## src/rtl/i2cdw_pkg.sv

```systemverilog
// Types and constants for the I2C display write master.
// Used by i2c_display_write_master; no dependencies.
`default_nettype none

package i2cdw_pkg;

  // Input item: one bus tick
  typedef struct packed {
    logic       start_req;
    logic [7:0] byte_value;
    logic       is_data;
    logic       sda_in;
  } in_t;

  // Result item: line levels and status for one tick
  typedef struct packed {
    logic scl;
    logic sda_out;
    logic sda_drive;
    logic busy_res;
    logic done_res;
    logic nack;
  } out_t;

  // Bus phases, one-hot
  typedef enum logic [12:0] {
    PH_IDLE = 13'b0_0000_0000_0001,
    PH_ST0  = 13'b0_0000_0000_0010,
    PH_ST1  = 13'b0_0000_0000_0100,
    PH_ST2  = 13'b0_0000_0000_1000,
    PH_BT0  = 13'b0_0000_0001_0000,
    PH_BT1  = 13'b0_0000_0010_0000,
    PH_BT2  = 13'b0_0000_0100_0000,
    PH_AK0  = 13'b0_0000_1000_0000,
    PH_AK1  = 13'b0_0001_0000_0000,
    PH_AK2  = 13'b0_0010_0000_0000,
    PH_SP0  = 13'b0_0100_0000_0000,
    PH_SP1  = 13'b0_1000_0000_0000,
    PH_SP2  = 13'b1_0000_0000_0000
  } phase_t;

  // Register map (index = paddr[2])
  localparam logic REG_DEVICE_ADDRESS = 1'b0;
  localparam logic REG_PHASE_TICKS    = 1'b1;

  localparam logic [7:0]  DEVICE_ADDRESS_RESET = 8'h78;
  localparam logic [15:0] PHASE_TICKS_RESET    = 16'd1;

  localparam logic [7:0] CTRL_COMMAND = 8'h00;
  localparam logic [7:0] CTRL_DATA    = 8'h40;

  localparam logic [1:0] LAST_BYTE = 2'd2;
  localparam logic [2:0] LAST_BIT  = 3'd7;

endpackage

`default_nettype wire

```

## src/rtl/i2c_display_write_master.sv

```systemverilog
// I2C display write master: top level, phase sequencer and APB register file.
// Depends on i2cdw_pkg.
`default_nettype none
//
// Usage
//   The input channel carries one item per bus tick (in_valid/in_stall/in_data).
//   An item with start_req set while idle latches byte_value and is_data and
//   starts a transfer: start condition, address byte (device_address), control
//   byte (0x00 command / 0x40 data), payload byte, stop. Each bit and ack slot
//   is three phases of phase_ticks ticks each (0 counts as 1). sda_in is
//   sampled on the last tick of the middle ack phase; a NACK goes straight to
//   the stop condition and is flagged with done_res on the finishing tick.
//   The result channel returns one item per input item (line levels, busy,
//   done, nack), in the cycle after acceptance, from a single output register.
//   Throughput: one item per cycle while the receiver does not stall; the
//   sequencer state and the output register both update at every accepted item.
//   When the receiver stalls, the output register holds and in_stall rises
//   for as long as the held result is not taken; no items are lost.
//   Reset (rst_n low, synchronous): idle, registers at device_address 0x78
//   and phase_ticks 1, no result pending.
//   Configuration: APB, pready tied high, registers at byte 0 and 4; write only
//   while idle.

module i2c_display_write_master
  import i2cdw_pkg::*;
(
  input  wire logic        clk,
  input  wire logic        rst_n,
  // input channel
  input  wire logic        in_valid,
  output logic             in_stall,
  input  wire in_t         in_data,
  // result channel
  output logic             out_valid,
  input  wire logic        out_stall,
  output out_t             out_data,
  // configuration
  input  wire logic        psel,
  input  wire logic        penable,
  input  wire logic        pwrite,
  input  wire logic [2:0]  paddr,
  input  wire logic [31:0] pwdata,
  output logic [31:0]      prdata,
  output logic             pready
);

  // ---------------- configuration registers ----------------
  logic [7:0]  dev_addr_r;
  logic [15:0] phase_ticks_r;
  logic        cfg_wr;

  assign pready = 1'b1;
  assign cfg_wr = psel & penable & pwrite & pready;

  always_ff @(posedge clk) begin
    if (!rst_n) begin
      dev_addr_r    <= DEVICE_ADDRESS_RESET;
      phase_ticks_r <= PHASE_TICKS_RESET;
    end else if (cfg_wr) begin
      unique case (paddr[2])
        REG_DEVICE_ADDRESS: dev_addr_r    <= pwdata[7:0];
        REG_PHASE_TICKS:    phase_ticks_r <= pwdata[15:0];
        default: ;
      endcase
    end
  end

  always_comb begin
    unique case (paddr[2])
      REG_DEVICE_ADDRESS: prdata = {24'd0, dev_addr_r};
      REG_PHASE_TICKS:    prdata = {16'd0, phase_ticks_r};
      default:            prdata = 32'd0;
    endcase
  end

  // ---------------- sequencer state ----------------
  phase_t      state_r, state_nxt;
  logic [1:0]  byte_idx_r, byte_idx_nxt;
  logic [2:0]  bit_idx_r, bit_idx_nxt;
  logic [15:0] tick_r, tick_nxt;
  logic [7:0]  shift_r, shift_nxt;
  logic [7:0]  payload_r, payload_nxt;
  logic        kind_r, kind_nxt;
  logic        nack_seen_r, nack_seen_nxt;

  logic        out_valid_r;
  out_t        out_data_r, res_nxt;
  logic        in_accept;

  // A new item enters whenever the output register is empty or drains now.
  assign in_stall  = out_valid_r & out_stall;
  assign in_accept = in_valid & ~in_stall;

  always_comb begin
    phase_t      cur_state;
    logic [1:0]  cur_byte;
    logic [2:0]  cur_bit;
    logic [15:0] cur_tick;
    logic [7:0]  cur_shift;
    logic        cur_nack;
    logic [15:0] lim;
    logic [16:0] cnt;
    logic        b;

    cur_state   = state_r;
    cur_byte    = byte_idx_r;
    cur_bit     = bit_idx_r;
    cur_tick    = tick_r;
    cur_shift   = shift_r;
    cur_nack    = nack_seen_r;
    payload_nxt = payload_r;
    kind_nxt    = kind_r;

    // request taken only when idle; its tick is already the first start tick
    if ((state_r == PH_IDLE) && in_data.start_req) begin
      payload_nxt = in_data.byte_value;
      kind_nxt    = in_data.is_data;
      cur_shift   = dev_addr_r;
      cur_byte    = 2'd0;
      cur_bit     = 3'd0;
      cur_tick    = 16'd0;
      cur_nack    = 1'b0;
      cur_state   = PH_ST0;
    end

    state_nxt     = cur_state;
    byte_idx_nxt  = cur_byte;
    bit_idx_nxt   = cur_bit;
    tick_nxt      = cur_tick;
    shift_nxt     = cur_shift;
    nack_seen_nxt = cur_nack;

    b   = cur_shift[LAST_BIT - cur_bit];
    lim = (phase_ticks_r == 16'd0) ? 16'd1 : phase_ticks_r;
    cnt = {1'b0, cur_tick} + 17'd1;

    res_nxt = '{scl: 1'b1, sda_out: 1'b1, sda_drive: 1'b1,
                busy_res: 1'b0, done_res: 1'b0, nack: 1'b0};

    // line levels of the current phase (idle holds all high and driven)
    unique case (cur_state)
      PH_ST1:                 {res_nxt.scl, res_nxt.sda_out} = 2'b10;
      PH_ST2, PH_SP0:         {res_nxt.scl, res_nxt.sda_out} = 2'b00;
      PH_BT0, PH_BT2:         {res_nxt.scl, res_nxt.sda_out} = {1'b0, b};
      PH_BT1:                 {res_nxt.scl, res_nxt.sda_out} = {1'b1, b};
      PH_AK0, PH_AK2:         {res_nxt.scl, res_nxt.sda_out, res_nxt.sda_drive} = 3'b000;
      PH_AK1:                 {res_nxt.scl, res_nxt.sda_out, res_nxt.sda_drive} = 3'b100;
      PH_SP1:                 {res_nxt.scl, res_nxt.sda_out} = 2'b10;
      default: ;              // idle, ST0, SP2: all high
    endcase

    if (cur_state != PH_IDLE) begin
      res_nxt.busy_res = 1'b1;
      if (cnt < {1'b0, lim}) begin
        tick_nxt = cnt[15:0];
      end else begin
        tick_nxt = 16'd0;
        unique case (cur_state)
          PH_ST0: state_nxt = PH_ST1;
          PH_ST1: state_nxt = PH_ST2;
          PH_ST2: state_nxt = PH_BT0;
          PH_BT0: state_nxt = PH_BT1;
          PH_BT1: state_nxt = PH_BT2;
          PH_BT2: begin
            if (cur_bit == LAST_BIT) begin
              bit_idx_nxt = 3'd0;
              state_nxt   = PH_AK0;
            end else begin
              bit_idx_nxt = cur_bit + 3'd1;
              state_nxt   = PH_BT0;
            end
          end
          PH_AK0: state_nxt = PH_AK1;
          PH_AK1: begin
            if (in_data.sda_in) begin
              nack_seen_nxt = 1'b1;
              state_nxt     = PH_SP0;
            end else begin
              state_nxt = PH_AK2;
            end
          end
          PH_AK2: begin
            if (cur_byte >= LAST_BYTE) begin
              state_nxt = PH_SP0;
            end else begin
              byte_idx_nxt = cur_byte + 2'd1;
              // address done -> control byte; control done -> payload
              if (cur_byte == 2'd0) begin
                shift_nxt = kind_nxt ? CTRL_DATA : CTRL_COMMAND;
              end else begin
                shift_nxt = payload_nxt;
              end
              bit_idx_nxt = 3'd0;
              state_nxt   = PH_BT0;
            end
          end
          PH_SP0: state_nxt = PH_SP1;
          PH_SP1: state_nxt = PH_SP2;
          PH_SP2: begin
            res_nxt.done_res = 1'b1;
            res_nxt.nack     = cur_nack;
            state_nxt        = PH_IDLE;
          end
          default: state_nxt = PH_IDLE;
        endcase
      end
    end
  end

  always_ff @(posedge clk) begin
    if (!rst_n) begin
      state_r     <= PH_IDLE;
      byte_idx_r  <= 2'd0;
      bit_idx_r   <= 3'd0;
      tick_r      <= 16'd0;
      shift_r     <= 8'd0;
      payload_r   <= 8'd0;
      kind_r      <= 1'b0;
      nack_seen_r <= 1'b0;
      out_valid_r <= 1'b0;
    end else begin
      if (in_accept) begin
        state_r     <= state_nxt;
        byte_idx_r  <= byte_idx_nxt;
        bit_idx_r   <= bit_idx_nxt;
        tick_r      <= tick_nxt;
        shift_r     <= shift_nxt;
        payload_r   <= payload_nxt;
        kind_r      <= kind_nxt;
        nack_seen_r <= nack_seen_nxt;
        out_valid_r <= 1'b1;
      end else if (!out_stall) begin
        out_valid_r <= 1'b0;
      end
    end
  end

  // result payload register, no reset needed
  always_ff @(posedge clk) begin
    if (in_accept) begin
      out_data_r <= res_nxt;
    end
  end

  assign out_valid = out_valid_r;
  assign out_data  = out_data_r;

  // ---------------- assertions ----------------
  a_done_busy: assert property (@(posedge clk) disable iff (!rst_n)
    (out_valid_r && out_data_r.done_res) |-> out_data_r.busy_res)
    else $error("done without busy");

  a_nack_done: assert property (@(posedge clk) disable iff (!rst_n)
    (out_valid_r && out_data_r.nack) |-> out_data_r.done_res)
    else $error("nack outside finishing tick");

  a_idle_lines: assert property (@(posedge clk) disable iff (!rst_n)
    (out_valid_r && !out_data_r.busy_res) |->
      (out_data_r.scl && out_data_r.sda_out && out_data_r.sda_drive))
    else $error("lines not driven high while idle");

  a_accept_result: assert property (@(posedge clk) disable iff (!rst_n)
    in_accept |=> out_valid_r)
    else $error("accepted tick produced no result");

  a_done_to_idle: assert property (@(posedge clk) disable iff (!rst_n)
    (in_accept && res_nxt.done_res) |=> (state_r == PH_IDLE))
    else $error("sequencer not idle after finishing tick");

endmodule

`default_nettype wire

```

## config.mk

```make
export PLATFORM = sky130hd
export DESIGN_NAME = i2c_display_write_master
export DESIGN_NICKNAME = d
export VERILOG_FILES = /design/src/rtl/i2cdw_pkg.sv /design/src/rtl/i2c_display_write_master.sv
export SDC_FILE = /design/constraint.sdc
export NUM_CORES = 1
export LEC_CHECK = 0
export BUFFER_PORTS_ARGS = -buffer_cell sky130_fd_sc_hd__buf_2
export CORE_MARGIN = 2
export CORE_UTILIZATION = 60
export CTS_CLUSTER_DIAMETER = 40
export DETAILED_ROUTE_END_ITERATION = 16
export PLACE_DENSITY = 0.86
export SLEW_MARGIN = 40
export SYNTH_ARGS = -nofsm -noshare
export SYNTH_HDL_FRONTEND = slang
export SYNTH_SLANG_ARGS = --single-unit
export TNS_END_PERCENT = 30
```

## constraint.sdc

```tcl
create_clock -name clk -period 7.15 [get_ports clk]
set_input_delay 1.43 -clock clk [delete_from_list [all_inputs] [get_ports clk]]
set_output_delay 1.43 -clock clk [all_outputs]
set_load 0.01 [all_outputs]
```

==> flow_summary.json, run 1 <==
{
  "dieWidth_um": 94.1,
  "num_io_pins": 94,
  "antenna_cells": 0,
  "first_iter_violations": 269,
  "synth_top_family_by_area": "simple AND/OR/NAND/NOR gates",
  "finalHoldViolCount": 0,
  "maxSlewHeadroom_pct": 50.5,
  "row_count": 32,
  "ys_seq_elements": 83,
  "period_share_pct": 74.1,
  "synth-adder-area-share_pct": 4.62,
  "setup_viol": 0,
  "cts_sinks": 83,
  "nFillCells": 634,
  "fin_nets": 703,
  "hp-class": "flip-flop to flip-flop",
  "antenna_left": 0,
  "route.detailed.drc": 0,
  "postCtsHoldBufs": 0,
  "p_leak_nw": 2.15,
  "crit_required_ns": 7.41,
  "synth_ff_type": "dfxtp_1",
  "antenna_found_initial": 0,
  "ys_warn_count": 0,
  "end_kind": "flip-flop",
  "grt-ovfl-total": 0,
  "power_switching_uw": 342,
  "synthesis.area_mm2": 0.00487,
  "max_cap_violations": 0,
  "io_buffers": 58,
  "die-area_mm2": 0.00886,
  "cpMostUsedCell": "ha_1",
  "synth.area.mux_share_pct": 3.59,
  "post-cts-setup-buffer-count": 0,
  "clk_latency_ns": 0.36,
  "critical_path_class": "input port to flip-flop",
  "p_per_area_mw_per_mm2": 201,
  "finish.utilization_pct": 67.9,
  "arrival_ns": 5.55,
  "tightest_slew_ns": 0.739,
  "wl_per_cell_um": 15.4,
  "rsz0062_at_grt": "no",
  "timing.fmax_ghz": 0.189,
  "drv_slew": 0,
  "clock_skew_ns": 0.0181,
  "wirelength_mm": 11.4,
  "seqPwrFrac_pct": 47.5,
  "grt_max_degree": 80,
  "synthCells": 592,
  "clkPwrFrac_pct": 32.7,
  "cts_tree": "yes",
  "syn_to_final_growth_pct": 8.86,
  "crit_path_max_incr_delay_ns": 0.45,
  "cts_buffers": 9,
  "status": "finished, final reports clean",
  "grt_pass1_vias": 4217,
  "die_h_um": 94.1,
  "yosysSeqAreaShare_pct": 35.3,
  "num_vias": 4476,
  "routed_via_density": 6.06,
  "synth_area_per_cell_um2": 8.23,
  "grt_pass1_wl_mm": 19.1,
  "synth_xor_area_share_pct": 2.34,
  "crit_chain": "buf_2 -> nor4bb_1 -> nand4_2 -> and2_1 -> ha_1 -> and4_1 -> nand3_1 -> xor2_1 -> nor2_1 -> ha_1 -> a21o_1 -> a21oi_1 -> o2111ai_1 -> o21a_1 -> or2_1 -> a31o_2 -> o211a_1",
  "root_buffer": "clkbuf_8",
  "vdd_drop_max_uv": 112,
  "synth_edf_count": 6,
  "path_clk_slew_ns": 0.09,
  "period_needed_ns": 5.30,
  "grtUsageTotal_pct": 26.8,
  "yosys.area_share.simple_pct": 25.9,
  "drive_above_1_share_pct": 16.0,
  "cts_buffer_depth": 2,
  "synth-compound-area-share_pct": 20.5,
  "swShare_pct": 32.1,
  "path_buf_inv": 1,
  "start_kind": "input port",
  "core_mm2": 0.00781,
  "post_synth_num_cell_types": 71,
  "async_flop_share_pct": 0,
  "initial_utilization_pct": 62.4,
  "ctsResizeCount": 0,
  "critPathTopFamily": "simple AND/OR/NAND/NOR gates",
  "dp_hpwl_mm": 8.10,
  "htreeDepth": 3,
  "finalSetupTns_ns": 0,
  "gp_congestion": 0.914,
  "slowest_stage": "nor4bb_1",
  "path_max_fanout": 13,
  "drtPass1Iterations": 5,
  "comb_power_share_pct": 19.8,
  "internal_power_uw": 722
}
sequential cells by signal, summed over array words and instances, names as in the netlist:
register / cells
tick_r: 16
shift_r: 8
dev_addr_r: 8
kind_r: 1
out_valid: 1
out_data: 6
state_r: 13
phase_ticks_r: 16
payload_r: 8
nack_seen_r: 1
bit_idx_r: 3
byte_idx_r: 2
final cells by class:
class	count	area (µm²)	area share (%)
repair buffers	61	313	5.90
well taps	102	128	2.41
inverters	27	101	1.91
clock inverters	7	76.3	1.44
flip-flops and latches	83	1720	32.5
multi-input cells	450	2840	53.6
clock buffers	9	124	2.33
stage by stage:
step | hold slack, ns | cell area [µm²] | setup WS, ns | total power, mW | instances
after floorplan | 0.437 | 4930 | 1.92 | 0.675 | 607
after global placement | 0.450 | 5100 | 1.76 | 0.712 | 723
after detailed placement | 0.462 | 5100 | 1.62 | 0.720 | 723
after CTS | 0.475 | 5310 | 1.94 | 1.06 | 739
after global routing | 0.501 | 5310 | 1.59 | 1.11 | 739
final | 0.467 | 5310 | 1.85 | 1.06 | 739
worst reg2reg max path: cells and delay by family (launching register included):
| family | cells | cell delay, ns |
|---|---|---|
| AO/OA/AOI/OAI | 6 | 1.47 |
| XOR/XNOR | 1 | 0.16 |
| adder cells (fa/ha/maj) | 2 | 0.48 |
| flip-flops | 1 | 0.39 |
| AND/OR/NAND/NOR | 7 | 1.91 |
placed cells by master, fill, tap and decap left out, drive strengths merged, types with 5 or more instances in the layout:
cell	count
nand2	101
dfxtp	77
buf	61
nor2	42
a21boi	30
nand3	27
inv	26
o21ai	24
ha	18
conb	17
a21oi	13
nor3	13
xor2	10
a21o	10
nor4	10
clkbuf	9
nand4	9
mux2	8
and2	8
a22o	8
o211a	8
or3	7
and4	6
and3	6
edfxtp	6
nand2b	5
o31ai	5
o2bb2ai	5
clkinv	5
power groups by stage:
stage          Clock [mW]  Sequential (mW)  Combinational, mW
2_1_floorplan           0            0.511              0.164
3_3_place_gp            0            0.514              0.199
3_5_place_dp            0            0.515              0.205
4_1_cts             0.347            0.505              0.207
5_1_grt             0.367            0.508              0.232
6_report            0.348            0.505              0.211
metal layers:
metal	global-route usage [%]	wire, µm	vias to the layer above
li1	-	-	2171
met1	35.4	5160	2095
met2	43.4	5320	187
met3	4.17	683	23
met4	12.0	242	0
met5	0	0	-
kinds of logic (layout without fill, tap and decap cells):
logic type | count (synthesis) | in the layout
fa+ha+maj | 18 | 18
compound gates | 135 | 135
mux | 14 | 14
buf+inv | 74 | 104
simple gates | 253 | 253
xor+xnor | 13 | 13
other cells | 2 | 17
flops | 83 | 83
Yosys cell counts (4+ instances only):
| library cell | number | area share (%) |
|---|---|---|
| nand2_1 | 101 | 7.8 |
| and3_1 | 6 | 0.77 |
| a21boi_0 | 29 | 4.5 |
| or3_1 | 7 | 0.90 |
| nand2b_1 | 5 | 0.64 |
| edfxtp_1 | 6 | 3.7 |
| clkbuf_1 | 22 | 1.7 |
| a22o_1 | 8 | 1.4 |
| a211oi_1 | 4 | 0.62 |
| and4_1 | 6 | 1.1 |
| nand4_1 | 8 | 1.0 |
| and2_1 | 8 | 1.0 |
| inv_1 | 24 | 1.8 |
| a21o_1 | 10 | 1.5 |
| mux2i_1 | 4 | 0.82 |
| o211a_1 | 8 | 1.6 |
| o41ai_1 | 4 | 0.72 |
| a21oi_1 | 13 | 1.3 |
| mux2_2 | 8 | 1.8 |
| o2bb2ai_1 | 5 | 0.90 |
| nor2b_1 | 4 | 0.51 |
| buf_4 | 19 | 2.9 |
| nand3_1 | 27 | 2.8 |
| nor2_1 | 41 | 3.2 |
| buf_2 | 4 | 0.41 |
| ha_1 | 18 | 4.6 |
| nor3_1 | 12 | 1.2 |
| o21ai_0 | 22 | 2.3 |
| o31ai_1 | 5 | 0.77 |
| dfxtp_1 | 77 | 32 |
| xor2_1 | 10 | 1.8 |
| nor4_1 | 8 | 1.0 |
worst paths after layout:
path / start / endpoint / slack (ns) / cells after the start
max: in_data[10] / shift_r[0] / 1.85 / 17
min: nack_seen_r / nack_seen_r / 0.47 / 2
max reg2reg: state_r[7] / shift_r[0] / 2.65 / 16
min reg2reg: nack_seen_r / nack_seen_r / 0.47 / 2
Note: power is estimated with default switching activity, not from simulation.
==> inputs of run 2 (changes only) <==
- CORE_UTILIZATION: 60 -> 51
- PLACE_DENSITY: 0.86 -> 0.77
- clock period: 7.15 -> 4.54 ns (I/O delays scaled with it)
==> flow_summary.json, run 2 (synthesis results as in run 1) <==
{
  "status": "finished, final reports clean",
  "vdd_drop_max_uv": 238,
  "drive_above_1_share_pct": 17.7,
  "grtUsageTotal_pct": 23.3,
  "holdWs_ns": 0.468,
  "setup_viol": 0,
  "regToRegSetupSlack_ns": 0.53,
  "num_io_pins": 94,
  "drv_slew": 0,
  "placed_cells": 762,
  "grt_max_degree": 69,
  "cts_buffers": 9,
  "end_kind": "flip-flop",
  "cts_tree": "yes",
  "io_buffers": 58,
  "syn_to_final_growth_pct": 12.0,
  "post-cts-setup-buffer-count": 0,
  "cts_sinks": 83,
  "fin_nets": 715,
  "reg_top3": "phase_ticks_r x16, tick_r x16, state_r x13",
  "initial_utilization_pct": 52.7,
  "wirelength_mm": 11.3,
  "grt-ovfl-total": 0,
  "root_buffer": "clkbuf_8",
  "period_needed_ns": 4.16,
  "holdPathStages": 2,
  "totalPowerFinal_mw": 1.71,
  "layout_setup_ws_ns": 0.376,
  "crit_required_ns": 4.82,
  "p_leak_nw": 2.22,
  "wl_per_cell_um": 14.6,
  "r2r-end": "tick_r[8]",
  "critPathTopFamily": "simple AND/OR/NAND/NOR gates",
  "antenna_found_initial": 0,
  "routed_via_density": 5.66,
  "crit_chain": "buf_2 -> nor4bb_4 -> nand4_2 -> and2_1 -> ha_2 -> and4_1 -> nand2_1 -> xor2_1 -> nor2_1 -> ha_1 -> a41oi_1 -> o2111ai_1 -> o21a_1 -> or2_1 -> buf_4 -> o31a_1 -> o22ai_1",
  "arrival_ns": 4.45,
  "whs_endpoint": "nack_seen_r",
  "reg2reg_depth": 16,
  "design_area_mm2": 0.00546,
  "path_clk_slew_ns": 0.08,
  "layout_commonest_cell": "nand2_1",
  "clock_skew_ns": 0.0132,
  "timing.fmax_ghz": 0.240,
  "worstReg2RegStart": "state_r[9]",
  "postCtsHoldBufs": 0,
  "cts_buffer_depth": 2,
  "row_count": 35,
  "rsz0062_at_grt": "no",
  "route.detailed.drc": 0,
  "dieWidth_um": 102,
  "num_vias": 4403,
  "finalHoldViolCount": 0,
  "die-area_mm2": 0.0104,
  "finalSetupTns_ns": 0,
  "die_h_um": 102,
  "grt_pass1_vias": 4247,
  "clk_latency_ns": 0.36,
  "final_cells": 778,
  "hold_start": "nack_seen_r",
  "tightest_slew_ns": 0.676,
  "antenna_cells": 0,
  "first_iter_violations": 214,
  "grt_pass1_wl_mm": 19.5,
  "path_max_fanout": 7,
  "max_cap_violations": 0,
  "p_per_area_mw_per_mm2": 314,
  "crit_path_max_incr_delay_ns": 0.34,
  "dp_hpwl_mm": 8.44,
  "dpl_worst_slack_ns": -0.00193,
  "htreeDepth": 3,
  "finish.utilization_pct": 59.1,
  "antenna_left": 0,
  "hp-class": "flip-flop to flip-flop",
  "path_buf_inv": 2,
  "start_kind": "input port",
  "core_mm2": 0.00924,
  "critical_path_class": "input port to flip-flop",
  "ctsResizeCount": 0,
  "period_share_pct": 91.7,
  "layout_common_cells": "101 x nand2_1, 77 x dfxtp_1, 58 x buf_2",
  "slowest_stage": "ha_1",
  "gp_congestion": 0.860,
  "maxSlewHeadroom_pct": 54.7,
  "dpl_cell_area_mm2": 0.00525,
  "drtPass1Iterations": 5
}
run 2: changes by cell type in the layout (fill, tap and decap cells not counted):
cell       change
nor4bb_4       +1
clkinv_4       -1
ha_2           +1
clkbuf_1       +1
ha_1           -1
buf_4         +12
nor4bb_1       -1
clkbuf_16      +1
inv_6          -1
run 2: area by class of cell:
class	instances	area (µm²)
multi-input cells	450	2860
repair buffers	73	403
inverters	27	101
clock inverters	5	58.8
fillers	838	3780
clock buffers	11	153
well taps	129	161
flip-flops and latches	83	1720
run 2: where the power goes:
group | internal [mW] | switching, mW
logic | 0.134 | 0.222
clock network | 0.289 | 0.275
registers | 0.767 | 0.0275
total | 1.19 | 0.524
run 2: metal layers:
layer	wire, µm	up-vias	track usage, %
met5	0	-	0
met4	225	0	7.48
li1	-	2191	-
met3	547	18	4.42
met2	5450	127	39.7
met1	5120	2067	29.7
run 2: worst min-delay path, stage by stage, from the launching register on:
cell     delay, ns
dfxtp_1       0.31
nand3_1       0.06
o31ai_1       0.06
run 2: worst max path at each step:
stage | slack, ns | end | depth (start not counted) | from
5_1_grt | 0.12 | tick_r[11] | 17 | in_data[10]
2_1_floorplan | 0.05 | tick_r[8] | 21 | in_data[10]
3_3_place_gp | 0.13 | shift_r[0] | 17 | in_data[10]
4_1_cts | 0.38 | tick_r[8] | 17 | in_data[10]
6_report | 0.38 | tick_r[8] | 17 | in_data[10]
3_5_place_dp | -0.002 | tick_r[8] | 17 | in_data[10]
